### config.mk
export PLATFORM = sky130hd
export DESIGN_NAME = rom_image_checksum_fixer_unit
export DESIGN_NICKNAME = d
export VERILOG_FILES = /design/src/ricf_pkg.sv /design/src/ricf_scan.sv /design/src/rom_image_checksum_fixer_unit.sv
export SDC_FILE = /design/constraint.sdc
export NUM_CORES = 1
export LEC_CHECK = 0
export ABC_CLOCK_PERIOD_IN_PS = 10860
export BUFFER_PORTS_ARGS = -buffer_cell sky130_fd_sc_hd__buf_2
export CORE_ASPECT_RATIO = 1.25
export CORE_MARGIN = 5
export CORE_UTILIZATION = 50
export DETAILED_ROUTE_END_ITERATION = 10
export PLACE_DENSITY_LB_ADDON = 0.3
export SYNTH_ARGS = -nofsm -noshare
export SYNTH_HDL_FRONTEND = slang
export SYNTH_SLANG_ARGS = --single-unit
export TNS_END_PERCENT = 10
### constraint.sdc
create_clock -name i_clk -period 10.86 [get_ports i_clk]
set_clock_uncertainty 0.2 [all_clocks]
set_input_delay 1.086 -clock i_clk [delete_from_list [all_inputs] [get_ports i_clk]]
set_output_delay 1.086 -clock i_clk [all_outputs]
set_load 0.02 [all_outputs]
### src/ricf_pkg.sv
// ----------------------------------------------------------------------------
// ricf_pkg
// Shared constants and types of the ROM image checksum fixer.
// ----------------------------------------------------------------------------
package ricf_pkg;

    localparam int IMAGE_BYTES_DEF = 32768;
    localparam int ENTRY_BYTES_DEF = 20;

    localparam int OFFSET_W = 15;
    localparam int HITS_W   = 2;
    localparam int SIG_BYTES = 4;

    localparam logic [23:0] SIG_PMI = 24'h504D49;
    localparam logic [7:0]  SIG_D   = 8'h44;
    localparam logic [7:0]  SIG_SUM = 8'h2A;

    // match count codes
    localparam logic [HITS_W-1:0] HITS_NONE = 2'd0;
    localparam logic [HITS_W-1:0] HITS_ONE  = 2'd1;
    localparam logic [HITS_W-1:0] HITS_MANY = 2'd2;

    typedef struct packed {
        logic       valid;
        logic       last;
        logic [7:0] data_byte;
    } t_step;

    typedef struct packed {
        logic [HITS_W-1:0]   entry_hits;
        logic [OFFSET_W-1:0] entry_offset;
        logic [7:0]          entry_sum_stored;
        logic [7:0]          entry_sum_calc;
        logic                entry_fix;
        logic [7:0]          image_sum_stored;
        logic [7:0]          image_sum_calc;
        logic                image_fix;
    } t_result;

endpackage

### src/ricf_scan.sv
// ----------------------------------------------------------------------------
// ricf_scan
// Running image state: byte position, signature search, entry and image sums.
// Produces the result for the image as it stands after the current beat.
// ----------------------------------------------------------------------------
module ricf_scan
    import ricf_pkg::*;
#(
    parameter int IMAGE_BYTES = IMAGE_BYTES_DEF,
    parameter int ENTRY_BYTES = ENTRY_BYTES_DEF
) (
    input  logic    i_clk,
    input  logic    i_rst_n,
    input  t_step   i_step,
    output t_result o_result
);

    localparam int PW = $clog2(IMAGE_BYTES + 1);
    localparam logic [PW-1:0] IMG_END   = PW'(IMAGE_BYTES);
    localparam logic [PW-1:0] LAST_POS  = PW'(IMAGE_BYTES - 1);
    localparam logic [PW-1:0] MAX_START = PW'(IMAGE_BYTES - ENTRY_BYTES - 1);
    localparam logic [PW-1:0] CSUM_K    = PW'(ENTRY_BYTES - 1);
    localparam logic [PW-1:0] SIG_LEN   = PW'(SIG_BYTES);
    localparam logic [PW-1:0] SIG_BACK  = PW'(SIG_BYTES - 1);

    logic [PW-1:0]     r_pos, n_pos;
    logic [23:0]       r_recent, n_recent;
    logic [7:0]        r_sum, n_sum;
    logic [HITS_W-1:0] r_hits, n_hits;
    logic [PW-1:0]     r_off, n_off;
    logic [7:0]        r_esum, n_esum;
    logic [7:0]        r_estored, n_estored;
    logic [7:0]        r_final, n_final;

    logic [PW-1:0] k;
    logic [PW-1:0] start;
    logic [7:0]    e_stored, e_calc, img, img_calc;
    logic          single;

    assign k     = r_pos - r_off;
    assign start = r_pos - SIG_BACK;

    always_comb begin
        n_pos     = r_pos;
        n_recent  = r_recent;
        n_sum     = r_sum;
        n_hits    = r_hits;
        n_off     = r_off;
        n_esum    = r_esum;
        n_estored = r_estored;
        n_final   = r_final;
        if (r_pos < IMG_END) begin
            if (r_pos != LAST_POS) begin
                n_sum = r_sum + i_step.data_byte;
            end else begin
                n_final = i_step.data_byte;
            end
            // bytes of the current entry behind the signature
            if (r_hits != HITS_NONE && r_pos >= r_off) begin
                if (k >= SIG_LEN && k < CSUM_K) begin
                    n_esum = r_esum + i_step.data_byte;
                end else if (k == CSUM_K) begin
                    n_estored = i_step.data_byte;
                end
            end
            if (r_pos >= SIG_LEN && r_recent == SIG_PMI && i_step.data_byte == SIG_D
                    && start <= MAX_START) begin
                if (r_hits != HITS_MANY) begin
                    n_hits = r_hits + HITS_ONE;
                end
                n_off     = start;
                n_esum    = SIG_SUM;
                n_estored = 8'd0;
            end
            n_recent = {r_recent[15:0], i_step.data_byte};
            n_pos    = r_pos + PW'(1);
        end
    end

    // result for the image including this beat
    always_comb begin
        single   = (n_hits == HITS_ONE);
        e_stored = (n_hits != HITS_NONE) ? n_estored : 8'd0;
        e_calc   = (n_hits != HITS_NONE) ? (8'd0 - n_esum) : 8'd0;
        img      = single ? (n_sum - e_stored + e_calc) : n_sum;
        img_calc = 8'd0 - img;

        o_result.entry_hits       = n_hits;
        o_result.entry_offset     = (n_hits != HITS_NONE) ? OFFSET_W'(n_off) : '0;
        o_result.entry_sum_stored = e_stored;
        o_result.entry_sum_calc   = e_calc;
        o_result.entry_fix        = single && (e_stored != e_calc);
        o_result.image_sum_stored = n_final;
        o_result.image_sum_calc   = img_calc;
        o_result.image_fix        = (n_final != img_calc);
    end

    always_ff @(posedge i_clk) begin
        if (!i_rst_n || (i_step.valid && i_step.last)) begin
            r_pos     <= '0;
            r_recent  <= '0;
            r_sum     <= '0;
            r_hits    <= HITS_NONE;
            r_off     <= '0;
            r_esum    <= '0;
            r_estored <= '0;
            r_final   <= '0;
        end else if (i_step.valid) begin
            r_pos     <= n_pos;
            r_recent  <= n_recent;
            r_sum     <= n_sum;
            r_hits    <= n_hits;
            r_off     <= n_off;
            r_esum    <= n_esum;
            r_estored <= n_estored;
            r_final   <= n_final;
        end
    end

endmodule

### src/rom_image_checksum_fixer_unit.sv
// a result is registered as its last byte moves on from the input register
// one byte per cycle unless stalled; input register, scan logic, result register
// a held result stalls the input only while a last byte waits in the input register
// reset (i_rst_n low, synchronous) empties both registers and clears the image
// state; after each result the state starts a new image at position 0
// ----------------------------------------------------------------------------
// rom_image_checksum_fixer_unit
// Checks and computes the option ROM image checksum and the PMID entry checksum.
// ----------------------------------------------------------------------------
module rom_image_checksum_fixer_unit
    import ricf_pkg::*;
#(
    parameter int IMAGE_BYTES = IMAGE_BYTES_DEF,
    parameter int ENTRY_BYTES = ENTRY_BYTES_DEF
) (
    input  logic                i_clk,
    input  logic                i_rst_n,
    input  logic                i_in_valid,
    output logic                o_in_stall,
    input  logic [7:0]          i_data_byte,
    input  logic                i_last,
    output logic                o_out_valid,
    input  logic                i_out_stall,
    output logic [HITS_W-1:0]   o_entry_hits,
    output logic [OFFSET_W-1:0] o_entry_offset,
    output logic [7:0]          o_entry_sum_stored,
    output logic [7:0]          o_entry_sum_calc,
    output logic                o_entry_fix,
    output logic [7:0]          o_image_sum_stored,
    output logic [7:0]          o_image_sum_calc,
    output logic                o_image_fix
);

    logic       r_in_valid;
    logic [7:0] r_in_byte;
    logic       r_in_last;
    logic       r_out_valid;
    t_result    r_result;

    t_step   step;
    t_result scan_result;
    logic    out_free, advance, in_load, out_load;

    assign out_free = !r_out_valid || !i_out_stall;
    assign advance  = r_in_valid && (!r_in_last || out_free);
    assign in_load  = !r_in_valid || advance;
    assign out_load = advance && r_in_last;

    assign step.valid     = advance;
    assign step.last      = r_in_last;
    assign step.data_byte = r_in_byte;

    ricf_scan #(
        .IMAGE_BYTES(IMAGE_BYTES),
        .ENTRY_BYTES(ENTRY_BYTES)
    ) u_scan (
        .i_clk   (i_clk),
        .i_rst_n (i_rst_n),
        .i_step  (step),
        .o_result(scan_result)
    );

    always_ff @(posedge i_clk) begin
        if (!i_rst_n) begin
            r_in_valid  <= 1'b0;
            r_out_valid <= 1'b0;
        end else begin
            if (in_load) begin
                r_in_valid <= i_in_valid;
            end
            if (out_load) begin
                r_out_valid <= 1'b1;
            end else if (!i_out_stall) begin
                r_out_valid <= 1'b0;
            end
        end
    end

    always_ff @(posedge i_clk) begin
        if (in_load && i_in_valid) begin
            r_in_byte <= i_data_byte;
            r_in_last <= i_last;
        end
        if (out_load) begin
            r_result <= scan_result;
        end
    end

    assign o_in_stall         = !in_load;
    assign o_out_valid        = r_out_valid;
    assign o_entry_hits       = r_result.entry_hits;
    assign o_entry_offset     = r_result.entry_offset;
    assign o_entry_sum_stored = r_result.entry_sum_stored;
    assign o_entry_sum_calc   = r_result.entry_sum_calc;
    assign o_entry_fix        = r_result.entry_fix;
    assign o_image_sum_stored = r_result.image_sum_stored;
    assign o_image_sum_calc   = r_result.image_sum_calc;
    assign o_image_fix        = r_result.image_fix;

endmodule

==> run_summary.xml, run 1 <==
<?xml version="1.0" encoding="UTF-8"?>
<metrics>
  <group name="run_status">
    <metric name="status" unit="">finished clean</metric>
  </group>
  <group name="clock_network">
    <metric name="cts-htree-levels" unit="">4</metric>
    <metric name="insertion_delay" unit="ns">0.44</metric>
    <metric name="cts.sink_count" unit="">152</metric>
    <metric name="clkTransAtPathRegs" unit="ns">0.07</metric>
    <metric name="postCtsHoldBufs" unit="">0</metric>
    <metric name="tritoncts" unit="">done</metric>
    <metric name="clock-root-buffer" unit="">clkbuf_16</metric>
    <metric name="postCtsSetupRepairBufs" unit="">0</metric>
    <metric name="maximum_count_of_clock_buffers_along_a_single_path" unit="">2</metric>
    <metric name="post_cts_resize_count" unit="">0</metric>
    <metric name="numCtsBuffers" unit="">17</metric>
  </group>
  <group name="cells_and_area">
    <metric name="multi_input_comb_area" unit="sq mm">0.00523</metric>
    <metric name="stdcell_area" unit="sq mm">0.0104</metric>
    <metric name="nFillCells" unit="">1715</metric>
    <metric name="drive_above_1_share" unit="%">11.4</metric>
    <metric name="insertedDiodeCount" unit="">0</metric>
    <metric name="final-seq-area" unit="sq mm">0.00364</metric>
    <metric name="nets" unit="">1220</metric>
    <metric name="fin_util" unit="%">55.8</metric>
    <metric name="layout-area-overhead-vs-synth" unit="%">11.0</metric>
  </group>
  <group name="power_and_ir_drop">
    <metric name="power.share.sequential" unit="%">44.6</metric>
    <metric name="p_int" unit="mW">1.01</metric>
    <metric name="total_leakage_power" unit="nW">4.21</metric>
    <metric name="power_density" unit="mW/mm^2">133</metric>
    <metric name="power" unit="mW">1.39</metric>
    <metric name="p_comb_share" unit="%">14.2</metric>
    <metric name="worst_ir_drop_vdd" unit="uV">108</metric>
    <metric name="pwr-share-clk" unit="%">41.2</metric>
    <metric name="switching_share" unit="%">27.3</metric>
    <metric name="power.net_switching" unit="mW">0.378</metric>
  </group>
  <group name="synth">
    <metric name="netlist-cell-type-count" unit="">79</metric>
    <metric name="yosys-top-cells-area" unit="">dfxtp_1 20%, edfxtp_1 19%, nand2_1 7.5%</metric>
    <metric name="synthDominantAreaCellType" unit="">dfxtp_1</metric>
    <metric name="synthesis.nets" unit="">1183</metric>
    <metric name="postSynth.topFlopCell" unit="">dfxtp_1</metric>
    <metric name="synthTopCellsByCount" unit="">186 x nand2_1, 119 x nor2_1, 111 x a21oi_1</metric>
    <metric name="yosysWarnings" unit="">0</metric>
    <metric name="synth-async-reset-ratio" unit="%">0</metric>
    <metric name="synth_top_area_share" unit="%">19.7</metric>
    <metric name="synthMostInstantiatedCell" unit="">nand2_1</metric>
    <metric name="synth-edff-count" unit="">60</metric>
    <metric name="seq_area_frac_synth" unit="%">38.9</metric>
    <metric name="postSynthRegisterBits" unit="">152</metric>
    <metric name="synthCells" unit="">1111</metric>
    <metric name="netlist_area" unit="sq mm">0.00937</metric>
    <metric name="syn_area_cell" unit="sq um">8.43</metric>
  </group>
  <group name="detailed_routing">
    <metric name="drt.antenna.violating_nets" unit="">0</metric>
    <metric name="highest-signal-layer" unit="">met4</metric>
    <metric name="wire_per_inst" unit="microns">16.6</metric>
    <metric name="wl_met1" unit="microns">9530</metric>
    <metric name="detailroute.via_count" unit="">7871</metric>
    <metric name="met2RoutedLength" unit="microns">11500</metric>
    <metric name="detailedRoute.firstPassIterationCount" unit="">5</metric>
    <metric name="post_drt_via_cell_ratio" unit="">5.65</metric>
    <metric name="met3WireLength" unit="microns">908</metric>
    <metric name="detail_route.wirelength" unit="microns">23100</metric>
    <metric name="drc_violation_total_after_the_first_tritonroute_iteration" unit="">494</metric>
    <metric name="drcViolationCount" unit="">0</metric>
  </group>
  <group name="worst_setup_path">
    <metric name="critical_path_peak_fanout" unit="">11</metric>
    <metric name="cp_num_cells" unit="">27</metric>
    <metric name="timing.setup.critical_path_class" unit="">flip-flop to flip-flop</metric>
    <metric name="regToRegSetupSlack" unit="ns">3.57</metric>
    <metric name="critical_path.reg2reg.endpoint" unit="">o_image_fix$_DFFE_PP_</metric>
    <metric name="crit_path_most_repeated_cell" unit="">nand2_1</metric>
    <metric name="ff2ff_path_depth" unit="">27</metric>
    <metric name="delay_heaviest_family_cp" unit="">compound AO/OA/AOI/OAI gates</metric>
    <metric name="cp_slowest_stage_delay" unit="ns">0.66</metric>
    <metric name="worst-endpoint-required" unit="ns">10.83</metric>
    <metric name="worst-endpoint-arrival" unit="ns">7.26</metric>
    <metric name="slowest_stage" unit="">a2111oi_0</metric>
    <metric name="critical_path_source" unit="">u_scan.r_pos[7]$_SDFFE_PP0P_</metric>
    <metric name="worstSetupStartpointType" unit="">flip-flop</metric>
    <metric name="regToRegStartpoint" unit="">u_scan.r_pos[7]$_SDFFE_PP0P_</metric>
    <metric name="endpoint_kind" unit="">flip-flop</metric>
    <metric name="timing.critical_path.to" unit="">o_image_fix$_DFFE_PP_</metric>
    <metric name="cp_num_buf_inv" unit="">2</metric>
  </group>
  <group name="timing">
    <metric name="final.period_utilization" unit="%">67.1</metric>
    <metric name="finalWorstPathRequiredPeriod" unit="ns">7.29</metric>
    <metric name="fin_hold_ws" unit="ns">0.249</metric>
    <metric name="final-setup-viol-count" unit="">0</metric>
    <metric name="max_clock_freq" unit="MHz">137</metric>
    <metric name="worst_slew_pin_slew" unit="ns">1.12</metric>
    <metric name="grt_setup_unrepaired" unit="">no</metric>
    <metric name="tns" unit="ns">0</metric>
    <metric name="hold_viol_final" unit="">0</metric>
    <metric name="slew_violations" unit="">0</metric>
    <metric name="relSlewSlack" unit="%">25.4</metric>
  </group>
  <group name="floorplanning">
    <metric name="start_util" unit="%">50.3</metric>
    <metric name="boundaryPins" unit="">66</metric>
    <metric name="die-area" unit="sq mm">0.0216</metric>
    <metric name="core_region_area" unit="sq mm">0.0186</metric>
    <metric name="die_width" unit="microns">132</metric>
    <metric name="std_cell_rows" unit="">56</metric>
    <metric name="die_y" unit="microns">163</metric>
  </group>
  <group name="placement">
    <metric name="place.port_buffers" unit="">65</metric>
    <metric name="detailed_place.area" unit="sq mm">0.00983</metric>
    <metric name="dp_hpwl" unit="microns">16900</metric>
    <metric name="gpl.final_weighted_congestion" unit="">0.954</metric>
  </group>
  <group name="global_route">
    <metric name="grt_remaining_overflow" unit="">0</metric>
    <metric name="pin_count_of_the_biggest_net_entering_global_routing" unit="">62</metric>
    <metric name="grt_first_pass_wirelength" unit="microns">37500</metric>
    <metric name="antenna_found_initial" unit="">0</metric>
    <metric name="grt_pass1_vias" unit="">7556</metric>
    <metric name="global_route.usage.total" unit="%">21.6</metric>
  </group>
  <group name="worst_hold_path">
    <metric name="hold_class" unit="">flip-flop to flip-flop</metric>
  </group>
  <group name="run">
    <metric name="max_cap_check_violation_count" unit="">0</metric>
  </group>
</metrics>
## power groups by stage
stage          sequential (mW)  clock (mW)  combinational (mW)
4_1_cts                  0.617       0.577               0.198
3_3_place_gp             0.630           0               0.195
3_5_place_dp             0.630           0               0.196
5_1_grt                  0.619       0.600               0.222
6_report                 0.618       0.570               0.197
2_1_floorplan            0.630           0               0.151
## how the worst min path moves through the flow
stage                                                 from                               end  cells past startpoint
after floorplan              u_scan.r_off[15]$_SDFFE_PP0P_     u_scan.r_off[15]$_SDFFE_PP0P_                      2
after global placement    u_scan.r_recent[18]$_SDFFE_PP0P_  u_scan.r_recent[18]$_SDFFE_PP0P_                      2
after detailed placement  u_scan.r_estored[5]$_SDFFE_PP0P_  u_scan.r_estored[5]$_SDFFE_PP0P_                      2
after CTS                 u_scan.r_estored[0]$_SDFFE_PP0P_  u_scan.r_estored[0]$_SDFFE_PP0P_                      2
after global routing      u_scan.r_estored[5]$_SDFFE_PP0P_  u_scan.r_estored[5]$_SDFFE_PP0P_                      2
final                     u_scan.r_recent[22]$_SDFFE_PP0P_  u_scan.r_recent[22]$_SDFFE_PP0P_                      2
## state kept, by name (all words and copies together) (netlist names), 15 cells and up
register / flops
u_scan.r_recent: 24
u_scan.r_off: 16
o_entry_offset: 15
u_scan.r_pos: 16
## kinds of logic after synthesis
kind of cell / Yosys count / share of synthesized area (%)
AO/OA/AOI/OAI: 235 / 15.9
XOR/XNOR: 68 / 6.36
adder cells (fa/ha/maj): 59 / 8.68
buffers and inverters: 131 / 5.53
flip-flops: 152 / 38.9
multiplexers: 25 / 2.83
AND/OR/NAND/NOR: 441 / 21.8
## per-stage QoR
stage,std cells,worst slack (ns)
after global routing,1393,2.96
after CTS,1393,3.67
final,1393,3.57
after floorplan,1111,4.40
after detailed placement,1361,3.71
after global placement,1361,3.84
## final cells by class
cell class / count / share of cell area (%)
Multi-Input combinational cell: 828 / 50.3
Sequential cell: 152 / 35.1
Clock buffer: 19 / 4.26
Timing Repair Buffer: 74 / 3.78
Tap cell: 232 / 2.79
Inverter: 75 / 2.71
Clock inverter: 13 / 1.12
## tightest hold or removal path, delay by kind of cell, from the launching register on
kind	cells	cell delay, ns
DFF	1	0.31
and+or+nand+nor	1	0.05
AOI/OAI and AO/OA	1	0.05
## per-layer routing
metal | GRT usage (%) | up-vias
li1 | - | 3913
met1 | 25.0 | 3699
met2 | 37.7 | 192
met3 | 4.13 | 67
met4 | 12.2 | 0
met5 | 0 | -
## cells in the final DEF, fill, tap and decap left out, drive strengths merged, types with 6 or more instances in the layout
cell and count:
nand2 187, nor2 119, a21oi 111, dfxtp 92
inv 81, buf 74, edfxtp 60, ha 49
xnor2 39, xor2 29, o21ai 28, nor3 24
a211oi 23, mux2i 23, clkbuf 19, nand3 16
nand4 15, nor2b 14, or3 12, o21a 10
fa 10, nor4 10, o21bai 8, a21o 7
o31ai 6, and2 6, nor3b 6, o31a 6
(Power assumes the default switching activity.)
==> run 2: changes to the inputs <==
- ABC_AREA: unset -> 1
- ABC_CLOCK_PERIOD_IN_PS: 10860 -> 7000
- clock period: 10.86 -> 7 ns (I/O delays scaled with it)
==> run_summary.xml, run 2 <==
<?xml version="1.0" encoding="UTF-8"?>
<metrics>
  <group name="run_status">
    <metric name="status" unit="">finished clean</metric>
  </group>
  <group name="global_route">
    <metric name="pin_count_of_the_biggest_net_entering_global_routing" unit="">59</metric>
    <metric name="global_route.usage.total" unit="%">23.2</metric>
    <metric name="grt_remaining_overflow" unit="">0</metric>
    <metric name="antenna_found_initial" unit="">0</metric>
    <metric name="grt_first_pass_wirelength" unit="microns">40100</metric>
    <metric name="grt_pass1_vias" unit="">8144</metric>
  </group>
  <group name="timing">
    <metric name="relSlewSlack" unit="%">31.0</metric>
    <metric name="final-setup-viol-count" unit="">0</metric>
    <metric name="final.period_utilization" unit="%">91.0</metric>
    <metric name="finalWorstPathRequiredPeriod" unit="ns">6.37</metric>
    <metric name="max_clock_freq" unit="MHz">157</metric>
    <metric name="slew_violations" unit="">0</metric>
    <metric name="hold_viol_final" unit="">0</metric>
    <metric name="grt_setup_unrepaired" unit="">no</metric>
    <metric name="tns" unit="ns">0</metric>
    <metric name="worst_slew_pin_slew" unit="ns">1.03</metric>
  </group>
  <group name="cells_and_area">
    <metric name="largest_registers" unit="">u_scan.r_recent x24, u_scan.r_off x16, u_scan.r_pos x16</metric>
    <metric name="insertedDiodeCount" unit="">0</metric>
    <metric name="mostFrequentLayoutCells" unit="">280 x nand2_1, 231 x inv_1, 111 x a21oi_1</metric>
    <metric name="drive_above_1_share" unit="%">12.2</metric>
    <metric name="layout-area-overhead-vs-synth" unit="%">12.5</metric>
    <metric name="final_cells" unit="">1595</metric>
    <metric name="nets" unit="">1422</metric>
    <metric name="largest_register_ffs" unit="">24</metric>
    <metric name="regMostFlops" unit="">u_scan.r_recent</metric>
    <metric name="most_common_cell_after_layout_fill_and_taps_aside" unit="">nand2_1</metric>
  </group>
  <group name="synth">
    <metric name="netlist_area" unit="sq mm">0.00954</metric>
    <metric name="seq_area_frac_synth" unit="%">38.2</metric>
    <metric name="synth-adder-area-share" unit="%">8.52</metric>
    <metric name="synth_top_area_share" unit="%">19.3</metric>
    <metric name="synthCells" unit="">1294</metric>
    <metric name="postSynth.topFlopCell" unit="">dfxtp_1</metric>
    <metric name="synthMostInstantiatedCell" unit="">nand2_1</metric>
    <metric name="syn_area_cell" unit="sq um">7.38</metric>
    <metric name="synth-edff-count" unit="">60</metric>
    <metric name="netlist-cell-type-count" unit="">46</metric>
    <metric name="synth.mux.area_fraction" unit="%">0.105</metric>
    <metric name="yosysWarnings" unit="">0</metric>
    <metric name="synth-async-reset-ratio" unit="%">0</metric>
    <metric name="yosys.area_share.simple" unit="%">25.1</metric>
    <metric name="synthDominantAreaCellType" unit="">dfxtp_1</metric>
    <metric name="combinational_family_with_the_most_area_after_synthesis" unit="">simple AND/OR/NAND/NOR gates</metric>
    <metric name="complex_gate_fraction_of_the_synthesized_area" unit="%">14.2</metric>
    <metric name="synthTopCellsByCount" unit="">280 x nand2_1, 232 x inv_1, 111 x a21oi_1</metric>
    <metric name="synthesis.nets" unit="">1366</metric>
    <metric name="synth-xor-area-share" unit="%">2.66</metric>
    <metric name="yosys-top-cells-area" unit="">dfxtp_1 19%, edfxtp_1 19%, nand2_1 11%</metric>
    <metric name="postSynthRegisterBits" unit="">152</metric>
  </group>
  <group name="floorplanning">
    <metric name="die-area" unit="sq mm">0.0220</metric>
    <metric name="die_y" unit="microns">164</metric>
    <metric name="die_width" unit="microns">134</metric>
    <metric name="core_region_area" unit="sq mm">0.0188</metric>
    <metric name="std_cell_rows" unit="">56</metric>
    <metric name="start_util" unit="%">50.8</metric>
    <metric name="boundaryPins" unit="">66</metric>
  </group>
  <group name="clock_network">
    <metric name="clock-root-buffer" unit="">clkbuf_16</metric>
    <metric name="insertion_delay" unit="ns">0.43</metric>
    <metric name="numCtsBuffers" unit="">17</metric>
    <metric name="postCtsHoldBufs" unit="">0</metric>
    <metric name="cts.sink_count" unit="">152</metric>
    <metric name="clkTransAtPathRegs" unit="ns">0.07</metric>
    <metric name="tritoncts" unit="">done</metric>
    <metric name="post_cts_resize_count" unit="">0</metric>
    <metric name="postCtsSetupRepairBufs" unit="">0</metric>
    <metric name="maximum_count_of_clock_buffers_along_a_single_path" unit="">2</metric>
    <metric name="cts-htree-levels" unit="">4</metric>
  </group>
  <group name="placement">
    <metric name="dp.cells" unit="">1563</metric>
    <metric name="place.port_buffers" unit="">65</metric>
    <metric name="gpl.final_weighted_congestion" unit="">0.944</metric>
    <metric name="dp_hpwl" unit="microns">19100</metric>
  </group>
  <group name="power_and_ir_drop">
    <metric name="worst_ir_drop_vdd" unit="uV">181</metric>
    <metric name="total_leakage_power" unit="nW">5.06</metric>
    <metric name="power_density" unit="mW/mm^2">225</metric>
  </group>
  <group name="detailed_routing">
    <metric name="detailedRoute.firstPassIterationCount" unit="">5</metric>
    <metric name="drc_violation_total_after_the_first_tritonroute_iteration" unit="">548</metric>
    <metric name="post_drt_via_cell_ratio" unit="">5.31</metric>
    <metric name="drt.antenna.violating_nets" unit="">0</metric>
    <metric name="detail_route.wirelength" unit="microns">25300</metric>
    <metric name="drcViolationCount" unit="">0</metric>
    <metric name="wire_per_inst" unit="microns">15.9</metric>
    <metric name="detailroute.via_count" unit="">8471</metric>
  </group>
  <group name="worst_setup_path">
    <metric name="regToRegStartpoint" unit="">u_scan.r_pos[0]$_SDFFE_PP0P_</metric>
    <metric name="slowest_stage" unit="">fa_1</metric>
    <metric name="cp_slowest_stage_delay" unit="ns">0.54</metric>
    <metric name="timing.setup.critical_path_class" unit="">flip-flop to flip-flop</metric>
    <metric name="worst-endpoint-required" unit="ns">6.98</metric>
    <metric name="worst-endpoint-arrival" unit="ns">6.35</metric>
    <metric name="critical_path_source" unit="">u_scan.r_pos[0]$_SDFFE_PP0P_</metric>
    <metric name="endpoint_kind" unit="">flip-flop</metric>
    <metric name="worstSetupStartpointType" unit="">flip-flop</metric>
    <metric name="crit_path_most_repeated_cell" unit="">nand2_1</metric>
    <metric name="critical_path_peak_fanout" unit="">7</metric>
  </group>
  <group name="worst_hold_path">
    <metric name="hp-start" unit="">i_data_byte[0]</metric>
    <metric name="hold_class" unit="">primary input to flip-flop</metric>
  </group>
  <group name="run">
    <metric name="max_cap_check_violation_count" unit="">0</metric>
  </group>
</metrics>
[run 2: cell types whose count changed after synthesis, sizes merged, moves of 14 or more]
cell   delta
inv     +166
nand2   +113
o21ai    +62
nand3    +52
xnor2    -35
mux2i    -22
nor2     -14
nor2b    -14
[run 2: layer usage]
| metal | share of wire [%] | global-route usage, % | vias to the layer above |
|---|---|---|---|
| li1 | - | - | 4301 |
| met4 | 3.9 | 10.5 | 0 |
| met5 | 0 | 0 | - |
| met2 | 52 | 43.9 | 215 |
| met1 | 41 | 25.9 | 3892 |
| met3 | 3.6 | 3.05 | 63 |
[run 2: path summary, 6_finish.rpt]
path	to	slack (ns)	cells past startpoint
worst max-delay path	o_image_fix$_DFFE_PP_	0.63	41
worst min-delay path	r_in_byte[0]$_DFFE_PP_	0.24	1
worst max register to register	o_image_fix$_DFFE_PP_	0.63	41
worst min register to register	u_scan.r_recent[20]$_SDFFE_PP0P_	0.26	2
[run 2: critical path, delay by kind of cell, from the launching register on]
kind,cells,cell delay (ns)
buffers and inverters,5,0.44
AO/OA/AOI/OAI,2,0.27
adder cells (fa/ha/maj),4,1.52
XOR/XNOR,1,0.16
flip-flops,1,0.39
AND/OR/NAND/NOR,29,3.15
[run 2: layout make-up]
| class | count | area [sq um] |
|---|---|---|
| Sequential cell | 152 | 3640 |
| Multi-Input combinational cell | 862 | 4850 |
| Clock inverter | 13 | 179 |
| Timing Repair Buffer | 73 | 385 |
| Clock buffer | 19 | 475 |
| Fill cell | 1806 | 8040 |
| Inverter | 244 | 916 |
| Tap cell | 232 | 290 |
[run 2: cells by family after synthesis]
logic type | Yosys count
muxes | 1
buffers and inverters | 280
AOI/OAI and AO/OA | 240
DFF | 152
adders and majority gates | 59
and+or+nand+nor | 533
xor gates and xnor gates | 29
[run 2: report_power, final]
group / switching (mW) / internal [mW]
clock network: 0.399 / 0.613
registers: 0.0205 / 0.952
logic: 0.283 / 0.145
total: 0.702 / 1.71
[run 2: metrics by stage]
stage | util [%] | cell area (sq um) | worst slack, ns | hold slack (ns) | total power, mW
floorplan | - | 9540 | 1.27 | 0.229 | 1.31
global placement | 53.6 | 10100 | 0.820 | 0.244 | 1.41
detailed placement | 53.6 | 10100 | 0.557 | 0.250 | 1.41
CTS | 57.1 | 10700 | 0.547 | 0.227 | 2.42
global route | 57.2 | 10700 | 0.00656 | 0.228 | 2.52
finish | 57.2 | 10700 | 0.633 | 0.240 | 2.41
